[src/design/rbd_pkg.sv]
// ----------------------------------------------------------------------------
// rbd_pkg
// Shared widths and constants for the run-length byte decoder.
// ----------------------------------------------------------------------------
package rbd_pkg;

    localparam int CNT_BITS_DEF = 24;
    localparam int BYTE_W       = 8;
    localparam int SIZE_W       = 24;
    localparam int REP_W        = 7;

    localparam int          LIT_FLAG_BIT = 7;
    localparam logic [6:0]  LEN_MASK     = 7'h7F;

endpackage

[src/design/rle_byte_decoder.sv]
// ----------------------------------------------------------------------------
// rle_byte_decoder
// Run-length decoder: one compressed byte in, one value/repeat beat out.
// ----------------------------------------------------------------------------
// The block takes one compressed byte per clock and returns one result beat
// per byte, registered and held in its output register; the input side stalls
// only while that register holds a beat that has not been taken. Runs leave
// as a value plus a repeat count (0..127) and are never expanded. The output
// limit is sampled from i_out_size on the first byte of each frame and the
// count of bytes produced is clipped to it; once reached, the rest of the
// frame gives empty beats with o_output_full set. i_in_last ends the frame
// and the next byte starts a fresh one. COUNT_BITS sets the width of the
// internal byte counters; a larger limit saturates to their maximum.
module rle_byte_decoder
    import rbd_pkg::*;
#(
    parameter int COUNT_BITS = CNT_BITS_DEF
) (
    input  logic              i_clk,
    input  logic              i_rst_n,
    input  logic              i_in_valid,
    output logic              o_in_ready,
    input  logic [BYTE_W-1:0] i_in_byte,
    input  logic [SIZE_W-1:0] i_out_size,
    input  logic              i_in_last,
    output logic              o_out_valid,
    input  logic              i_out_ready,
    output logic [BYTE_W-1:0] o_out_value,
    output logic [REP_W-1:0]  o_repeat_res,
    output logic              o_frame_end,
    output logic              o_output_full
);

    typedef enum logic [1:0] {
        PH_HEADER  = 2'd0,
        PH_LITERAL = 2'd1,
        PH_RUNVAL  = 2'd2
    } t_phase;

    t_phase                r_phase, n_phase;
    logic [REP_W-1:0]      r_pending, n_pending;
    logic [COUNT_BITS-1:0] r_produced, n_produced;
    logic [COUNT_BITS-1:0] r_limit, n_limit;
    logic                  r_frame_start, n_frame_start;

    logic                  r_out_valid;
    logic [BYTE_W-1:0]     r_out_value, n_out_value;
    logic [REP_W-1:0]      r_repeat_res, n_repeat_res;
    logic                  r_frame_end;
    logic                  r_output_full, n_output_full;

    logic                  accept;
    logic [COUNT_BITS-1:0] size_sat;
    t_phase                cur_phase;
    logic [REP_W-1:0]      cur_pending;
    logic [COUNT_BITS-1:0] cur_produced;
    logic [COUNT_BITS-1:0] cur_limit;
    logic [COUNT_BITS-1:0] room;
    logic [COUNT_BITS-1:0] run_n;
    logic [REP_W-1:0]      lit_left;

    assign o_in_ready = !r_out_valid || i_out_ready;
    assign accept     = i_in_valid && o_in_ready;

    generate
        if (COUNT_BITS >= SIZE_W) begin : g_wide
            assign size_sat = COUNT_BITS'(i_out_size);
        end else begin : g_narrow
            assign size_sat = (|i_out_size[SIZE_W-1:COUNT_BITS]) ? '1
                                                                 : i_out_size[COUNT_BITS-1:0];
        end
    endgenerate

    always_comb begin
        cur_phase    = r_frame_start ? PH_HEADER : r_phase;
        cur_pending  = r_frame_start ? '0 : r_pending;
        cur_produced = r_frame_start ? '0 : r_produced;
        cur_limit    = r_frame_start ? size_sat : r_limit;

        room     = cur_limit - cur_produced;
        run_n    = (COUNT_BITS'(cur_pending) > room) ? room : COUNT_BITS'(cur_pending);
        lit_left = (cur_pending != '0) ? cur_pending - REP_W'(1) : cur_pending;

        n_phase      = cur_phase;
        n_pending    = cur_pending;
        n_produced   = cur_produced;
        n_limit      = cur_limit;
        n_out_value  = '0;
        n_repeat_res = '0;

        if (cur_produced < cur_limit) begin
            case (cur_phase)
                PH_LITERAL: begin
                    n_out_value  = i_in_byte;
                    n_repeat_res = REP_W'(1);
                    n_produced   = cur_produced + COUNT_BITS'(1);
                    n_pending    = lit_left;
                    n_phase      = (lit_left == '0) ? PH_HEADER : PH_LITERAL;
                end
                PH_RUNVAL: begin
                    n_repeat_res = run_n[REP_W-1:0];
                    n_out_value  = (run_n != '0) ? i_in_byte : '0;
                    n_produced   = cur_produced + run_n;
                    n_pending    = '0;
                    n_phase      = PH_HEADER;
                end
                default: begin
                    if (i_in_byte[LIT_FLAG_BIT]) begin
                        n_pending = i_in_byte[REP_W-1:0] & LEN_MASK;
                        n_phase   = ((i_in_byte[REP_W-1:0] & LEN_MASK) != '0)
                                    ? PH_LITERAL : PH_HEADER;
                    end else begin
                        n_pending = i_in_byte[REP_W-1:0];
                        n_phase   = PH_RUNVAL;
                    end
                end
            endcase
        end

        n_output_full = (n_produced >= cur_limit);
        n_frame_start = i_in_last;

        if (i_in_last) begin
            n_phase   = PH_HEADER;
            n_pending = '0;
        end
    end

    always_ff @(posedge i_clk) begin
        if (!i_rst_n) begin
            r_phase       <= PH_HEADER;
            r_pending     <= '0;
            r_produced    <= '0;
            r_limit       <= '0;
            r_frame_start <= 1'b1;
            r_out_valid   <= 1'b0;
        end else begin
            if (accept) begin
                r_phase       <= n_phase;
                r_pending     <= n_pending;
                r_produced    <= n_produced;
                r_limit       <= n_limit;
                r_frame_start <= n_frame_start;
                r_out_valid   <= 1'b1;
            end else if (i_out_ready) begin
                r_out_valid   <= 1'b0;
            end
        end
    end

    always_ff @(posedge i_clk) begin
        if (accept) begin
            r_out_value   <= n_out_value;
            r_repeat_res  <= n_repeat_res;
            r_frame_end   <= i_in_last;
            r_output_full <= n_output_full;
        end
    end

    assign o_out_valid   = r_out_valid;
    assign o_out_value   = r_out_value;
    assign o_repeat_res  = r_repeat_res;
    assign o_frame_end   = r_frame_end;
    assign o_output_full = r_output_full;

    // empty beats carry a zero value
    a_zero_rep_zero_value: assert property (@(posedge i_clk) disable iff (!i_rst_n)
        o_out_valid && (o_repeat_res == '0) |-> (o_out_value == '0))
        else $error("nonzero value with zero repeat");

    a_reset_empty: assert property (@(posedge i_clk)
        !i_rst_n |=> !o_out_valid)
        else $error("output valid right after reset");

    a_last_reopens_frame: assert property (@(posedge i_clk) disable iff (!i_rst_n)
        accept && i_in_last |=> r_frame_start)
        else $error("frame not reopened after last beat");

    a_produced_in_limit: assert property (@(posedge i_clk) disable iff (!i_rst_n)
        !r_frame_start |-> (r_produced <= r_limit))
        else $error("produced count beyond limit");

    a_stall_blocks_input: assert property (@(posedge i_clk) disable iff (!i_rst_n)
        o_out_valid && !i_out_ready |-> !o_in_ready)
        else $error("input taken while output stalled");

endmodule

[config.mk]
export PLATFORM = sky130hd
export DESIGN_NAME = rle_byte_decoder
export DESIGN_NICKNAME = d
export VERILOG_FILES = /design/src/design/rbd_pkg.sv /design/src/design/rle_byte_decoder.sv
export SDC_FILE = /design/constraint.sdc
export NUM_CORES = 1
export LEC_CHECK = 0
export BUFFER_PORTS_ARGS = -buffer_cell sky130_fd_sc_hd__buf_2
export CAP_MARGIN = 20
export CORE_ASPECT_RATIO = 1.75
export CORE_MARGIN = 2
export CORE_UTILIZATION = 57
export CTS_CLUSTER_SIZE = 20
export DETAILED_ROUTE_END_ITERATION = 8
export PLACE_DENSITY = 0.82
export SLEW_MARGIN = 10
export SYNTH_ARGS = -nofsm -noshare
export SYNTH_HDL_FRONTEND = slang
export SYNTH_SLANG_ARGS = --single-unit
export TNS_END_PERCENT = 10
[constraint.sdc]
create_clock -name i_clk -period 7.79 [get_ports i_clk]
set_input_delay 1.1685 -clock i_clk [delete_from_list [all_inputs] [get_ports i_clk]]
set_output_delay 1.1685 -clock i_clk [all_outputs]
set_load 0.1 [all_outputs]
After elaboration in Yosys (flattened, before gate mapping):

Index checks and enable logic that the tools add are counted.

* register bits: 76
* output and inout port bits: 19
* logic and storage cells: 49

* add/sub/neg operators: 4
* magnitude comparators: 3
* equality and inequality tests: 2
* multiplexer cells: 22
* reduce and logical (&&, ||, !) cells: 8

Operator list (count)
* $mux 24: 4
* $pmux 24 s2: 1
* $mux 7: 4
* $pmux 7 s2: 2
* $add 24x1->24 const B: 1
* $add 24x24->24: 1
* $ge 24x24->1: 1
* $gt 7x24->1: 1
* $lt 24x24->1: 1
* $reduce_bool 24->1: 1
* $sub 24x24->24: 1
* $pmux 8 s2: 1
* $reduce_bool 7->1: 2
* $mux 2: 4
* $mux 8: 1
* $logic_not 7->1: 1
* $sub 7x1->7 const B: 1
* $mux 1: 4
* $pmux 2 s2: 1
* $eq 2x1->1 const B: 1
* $eq 2x2->1 const B: 1
* $reduce_bool 2->1: 1
* $logic_and 1x1->1: 1
* $logic_not 1->1: 1
* $logic_or 1x1->1: 1

Longest topological paths before layout:

* word-level depth: 8
* mapped depth: 47
* mapped depth without buffers: 43

Least setup slack after synthesis:

OpenSTA, ideal clock, no wires.

* path kind: register -> register
* from: register r_frame_start
* to: register r_output_full (netlist: o_output_full), data pin
* data arrival time: 8300 ps
* required time: 7525 ps
* slack: -775 ps
* cell stages (with the launch flop): 46
* path through: dfxtp_1 > buf_2 > clkbuf_1 > clkbuf_1 > mux2i_1 > ha_1 > fa_1 > nand2b_1 > a21oi_1 > nor2b_1 > xnor2_1 > ha_1 > nand3_1 > o22ai_1 > or4_1 > a211oi_2 > nand4_2 > or2_1 > (+10 left out) > nand2b_1 > o21ai_0 > o31a_1 > o21ai_1 > mux2_1 > nand2_1 > ha_1 > a21o_1 > a21o_1 > a21oi_1 > nor2b_1 > o21ai_0 > nand2b_1 > a21oi_1 > nor2b_1 > o31a_1 > o41ai_1 > o31ai_1

* cells in the longest elaborated chain, start to end: 8
* elaborated cells between the ends (all ways): 15

Ends and longest elaborated chain
* from (decl): line rle_byte_decoder.sv:44 `logic r_frame_start, n_frame_start;`
* from (signal assigned): line rle_byte_decoder.sv:143 `r_frame_start <= n_frame_start;`
* $mux 24 (on tied branches): line rle_byte_decoder.sv:78, rle_byte_decoder.sv:77
* $sub 24x24->24: line rle_byte_decoder.sv:80 `room = cur_limit - cur_produced;`
* $gt 7x24->1: line rle_byte_decoder.sv:81 `run_n = (COUNT_BITS'(cur_pending) > room) ? room : COUNT_BITS'(cur_pending);`
* $mux 24: line rle_byte_decoder.sv:81
* $add 24x24->24: line rle_byte_decoder.sv:103 `n_produced = cur_produced + run_n;`
* $pmux 24 s2: line rle_byte_decoder.sv:92 `case (cur_phase)`
* $mux 24 (*): line rle_byte_decoder.sv:91 `if (cur_produced < cur_limit) begin`
* named net n_produced[9]: line rle_byte_decoder.sv:42 `logic [COUNT_BITS-1:0] r_produced, n_produced;`
* $ge 24x24->1 (*): line rle_byte_decoder.sv:120 `n_output_full = (n_produced >= cur_limit);`
* named net n_output_full: line rle_byte_decoder.sv:50 `logic r_output_full, n_output_full;`
* to (signal assigned): line rle_byte_decoder.sv:156 `r_output_full <= n_output_full;`
* to (decl): line rle_byte_decoder.sv:50

The timed path passes the listed nets; every way through them passes the cells marked *.
A chain may end at the register's enable or synchronous reset.

Worst setup path in the final report:

* from: input i_out_size[2]
* to: register r_output_full (netlist: o_output_full), data pin

* cells in the longest elaborated chain, start to end: 8
* elaborated cells between the ends (all ways): 9

Ends and longest elaborated chain
* from (decl): line rle_byte_decoder.sv:24 `input logic [SIZE_W-1:0] i_out_size,`
* $mux 24 (*): line rle_byte_decoder.sv:78 `cur_limit = r_frame_start ? size_sat : r_limit;`
* named net cur_limit[2]: line rle_byte_decoder.sv:57 `logic [COUNT_BITS-1:0] cur_limit;`
* $sub 24x24->24: line rle_byte_decoder.sv:80
* $gt 7x24->1: line rle_byte_decoder.sv:81
* $mux 24: line rle_byte_decoder.sv:81
* $add 24x24->24: line rle_byte_decoder.sv:103
* $pmux 24 s2: line rle_byte_decoder.sv:92
* $mux 24 (*): line rle_byte_decoder.sv:91
* named net n_produced[11]: line rle_byte_decoder.sv:42
* $ge 24x24->1 (*): line rle_byte_decoder.sv:120
* named net n_output_full: line rle_byte_decoder.sv:50

Marks and branches as above.

==> run metrics <==
predominant post-synthesis flop cell=dfxtp_1; Area Overhead vs Synth=31.4%; Max stage delay on crit path=450 ps; worst slack, placed=-728 ps; CP startpoint kind=input pin; failing checks=setup timing; share of cells above drive strength 1=27.2%; num rows=57; Wirelength per Cell=20.0 um; max_slew headroom=30.4%; clk_lat worst skew=360 ps; worst vdd ir=0.108 mV; # DRC=0; first-pass GRT wire length=46500 um; worst min path class=reg2reg; most frequent cells in the layout=213 x buf_4, 108 x nand2_1, 83 x nor2_1, 74 x ha_1, 70 x inv_1; worst path required time=7890 ps; PD cells=132 mW/mm^2; xor and xnor fraction of the mapped netlist area=3.20%; GRT Resource Usage Total=39.6%; sequential area share after synthesis=21.3%; first-pass detailed-route iteration total=8; Die ar.=0.0149 mm^2; post-synthesis sequential element count=76; leak pwr=4.91 nW; Final Max Slew Viols=0; Final Skew=13.2 ps; Crit. End Element=register; CP arrival=8420 ps; compound-cell area share of the yosys netlist=28.0%; RSZ-0062 raised after global routing=true; Die Y=160 um; layout net count=1417; Post-Synthesis Cell Area=0.00793 mm^2; Final GP Congestion=0.980; Post-Syn Instances=1063; via count=9450; die width=93.2 um; Initial DRC Count=705; status=finished with violations; number of global-route vias before repair=9389; largest net degree at the start of global routing=87; Synth async-reset ratio=0%; final setup fails=1; CTS tree=built; CTS root buf=clkbuf_16; Max FO, Critical Path=8; fin crit period=8320 ps; final hold vios=0; mean post-synth cell area=7.46 um^2; Slew @ Worst Pin=1040 ps; remaining global-route overflow=0; Antenna Violating Nets Remaining=0; H-Tree Depth=3; mux contribution to synthesized area=3.83%; Via density=6.38; distinct cell type count after synthesis=82; core area=0.0138 mm^2; Port Buffers=55; critical path type=in2reg; CTS sink count=76; maxcap violations=0; CTS Buf Count=9; IO Pins=56; CP max stage cell=o21ai_1; worst hold slack=460 ps; max frequency=120 MHz; commonest non-fill, non-tap cell in the layout=buf_4; yosys warns=0; Synth Area in Adders=13.3%; final worst slack=-526 ps; EDFF count, synth=17; fillcell total=1038; clock buffer depth=2; Detailed Route WL=29700 um; post-synthesis simple-gate area fraction=23.6%; clock slew at reported path FFs=70 ps; Final Cycle Share=107%; DP HPWL=21200 um; initial antenna violation count=1; largest family of logic cells by synthesized area=compound AO/OA/AOI/OAI gates; Starting Density=57.6%
sequential cells by signal, summed over array words and instances, names as in the netlist:
| signal | count |
|---|---|
| r_pending | 7 |
| r_phase | 2 |
| o_out_value | 8 |
| o_frame_end | 1 |
| r_frame_start | 1 |
| o_repeat_res | 7 |
| r_limit | 24 |
| o_out_valid | 1 |
| o_output_full | 1 |
| r_produced | 24 |
cell families after synthesis:
logic type | after synthesis
AND/OR/NAND/NOR | 380
AO/OA/AOI/OAI | 328
buffers and inverters | 136
adder cells (fa/ha/maj) | 83
flip-flops | 76
multiplexers | 30
XOR/XNOR | 29
other | 1
path summary, 6_finish.rpt:
kind                  from            end  slack, ps  depth (start not counted)
max          i_out_size[2]  o_output_full       -530                         40
min reg2reg  r_produced[3]  r_produced[3]        460                          2
max reg2reg  r_frame_start  o_output_full       -330                         37
min          r_produced[3]  r_produced[3]        460                          2
power by group:
part	switching (mW)	internal [mW]
Combinational	0.285	0.214
Clock	0.192	0.247
Sequential	0.0123	0.422
critical path: cells and delay by family:
kind / cells / cell delay, ps
compound gates: 16 / 3030
xor+xnor: 2 / 340
fa+ha+maj: 4 / 1100
buf+inv: 6 / 810
mux: 1 / 150
simple gates: 11 / 1790
per-stage QoR:
step | util, % | total power [mW] | instances | setup TNS, ps | cell area [um^2]
final | 75.8 | 1.37 | 1481 | -526 | 10400
after CTS | 75.3 | 1.35 | 1479 | -225 | 10400
after global placement | 72.3 | 0.893 | 1454 | -486 | 9960
after floorplan | - | 0.718 | 1078 | -137 | 8180
after global routing | 75.7 | 1.42 | 1480 | -806 | 10400
after detailed placement | 72.3 | 0.904 | 1454 | -728 | 9960
synthesized netlist by cell type (12+ instances only):
cell type / count / area (um^2)
and2_1: 16 / 100
ha_1: 81 / 1010
nand3_1: 23 / 115
nand4_1: 22 / 138
nand2_1: 109 / 409
nor2b_1: 26 / 163
edfxtp_1: 17 / 510
a21oi_1: 78 / 390
mux2i_1: 27 / 270
a31oi_1: 15 / 93.8
nor3_1: 28 / 140
a21o_1: 27 / 203
inv_1: 72 / 270
xnor2_1: 17 / 149
nand2b_1: 18 / 113
o21ai_1: 12 / 60.1
a211oi_1: 34 / 255
nor2_1: 85 / 319
and3_1: 12 / 75.1
xor2_1: 12 / 105
o21ai_0: 57 / 285
dfxtp_1: 59 / 1180
clkbuf_1: 45 / 169
layer usage:
layer  track usage [%]  up-vias  part of all wire, %
met5                 0        -                    0
met4              36.5        0                   11
met3              7.22      218                  6.6
met2              69.5      547                   50
met1              37.9     4346                   33
li1                  -     4339                    -
final cells by class:
type	instances	area (um^2)	area share, %
diodes	2	5.00	0.0480
repair buffers	269	1890	18.2
well taps	177	221	2.12
flip-flops and latches	76	1700	16.3
multi-input cells	866	6030	57.8
clock buffers	11	264	2.53
inverters	75	282	2.70
clock inverters	5	38.8	0.372
what timing repair did:
item / 4_1_cts / 5_1_grt
setup endpoints to repair: 1 / 1
hold buffers: 0 / 0
gates resized for setup: 12 / 15
pin swaps: 11 / 4
buffers inserted: 9 / 0
(Power assumes the default switching activity.)
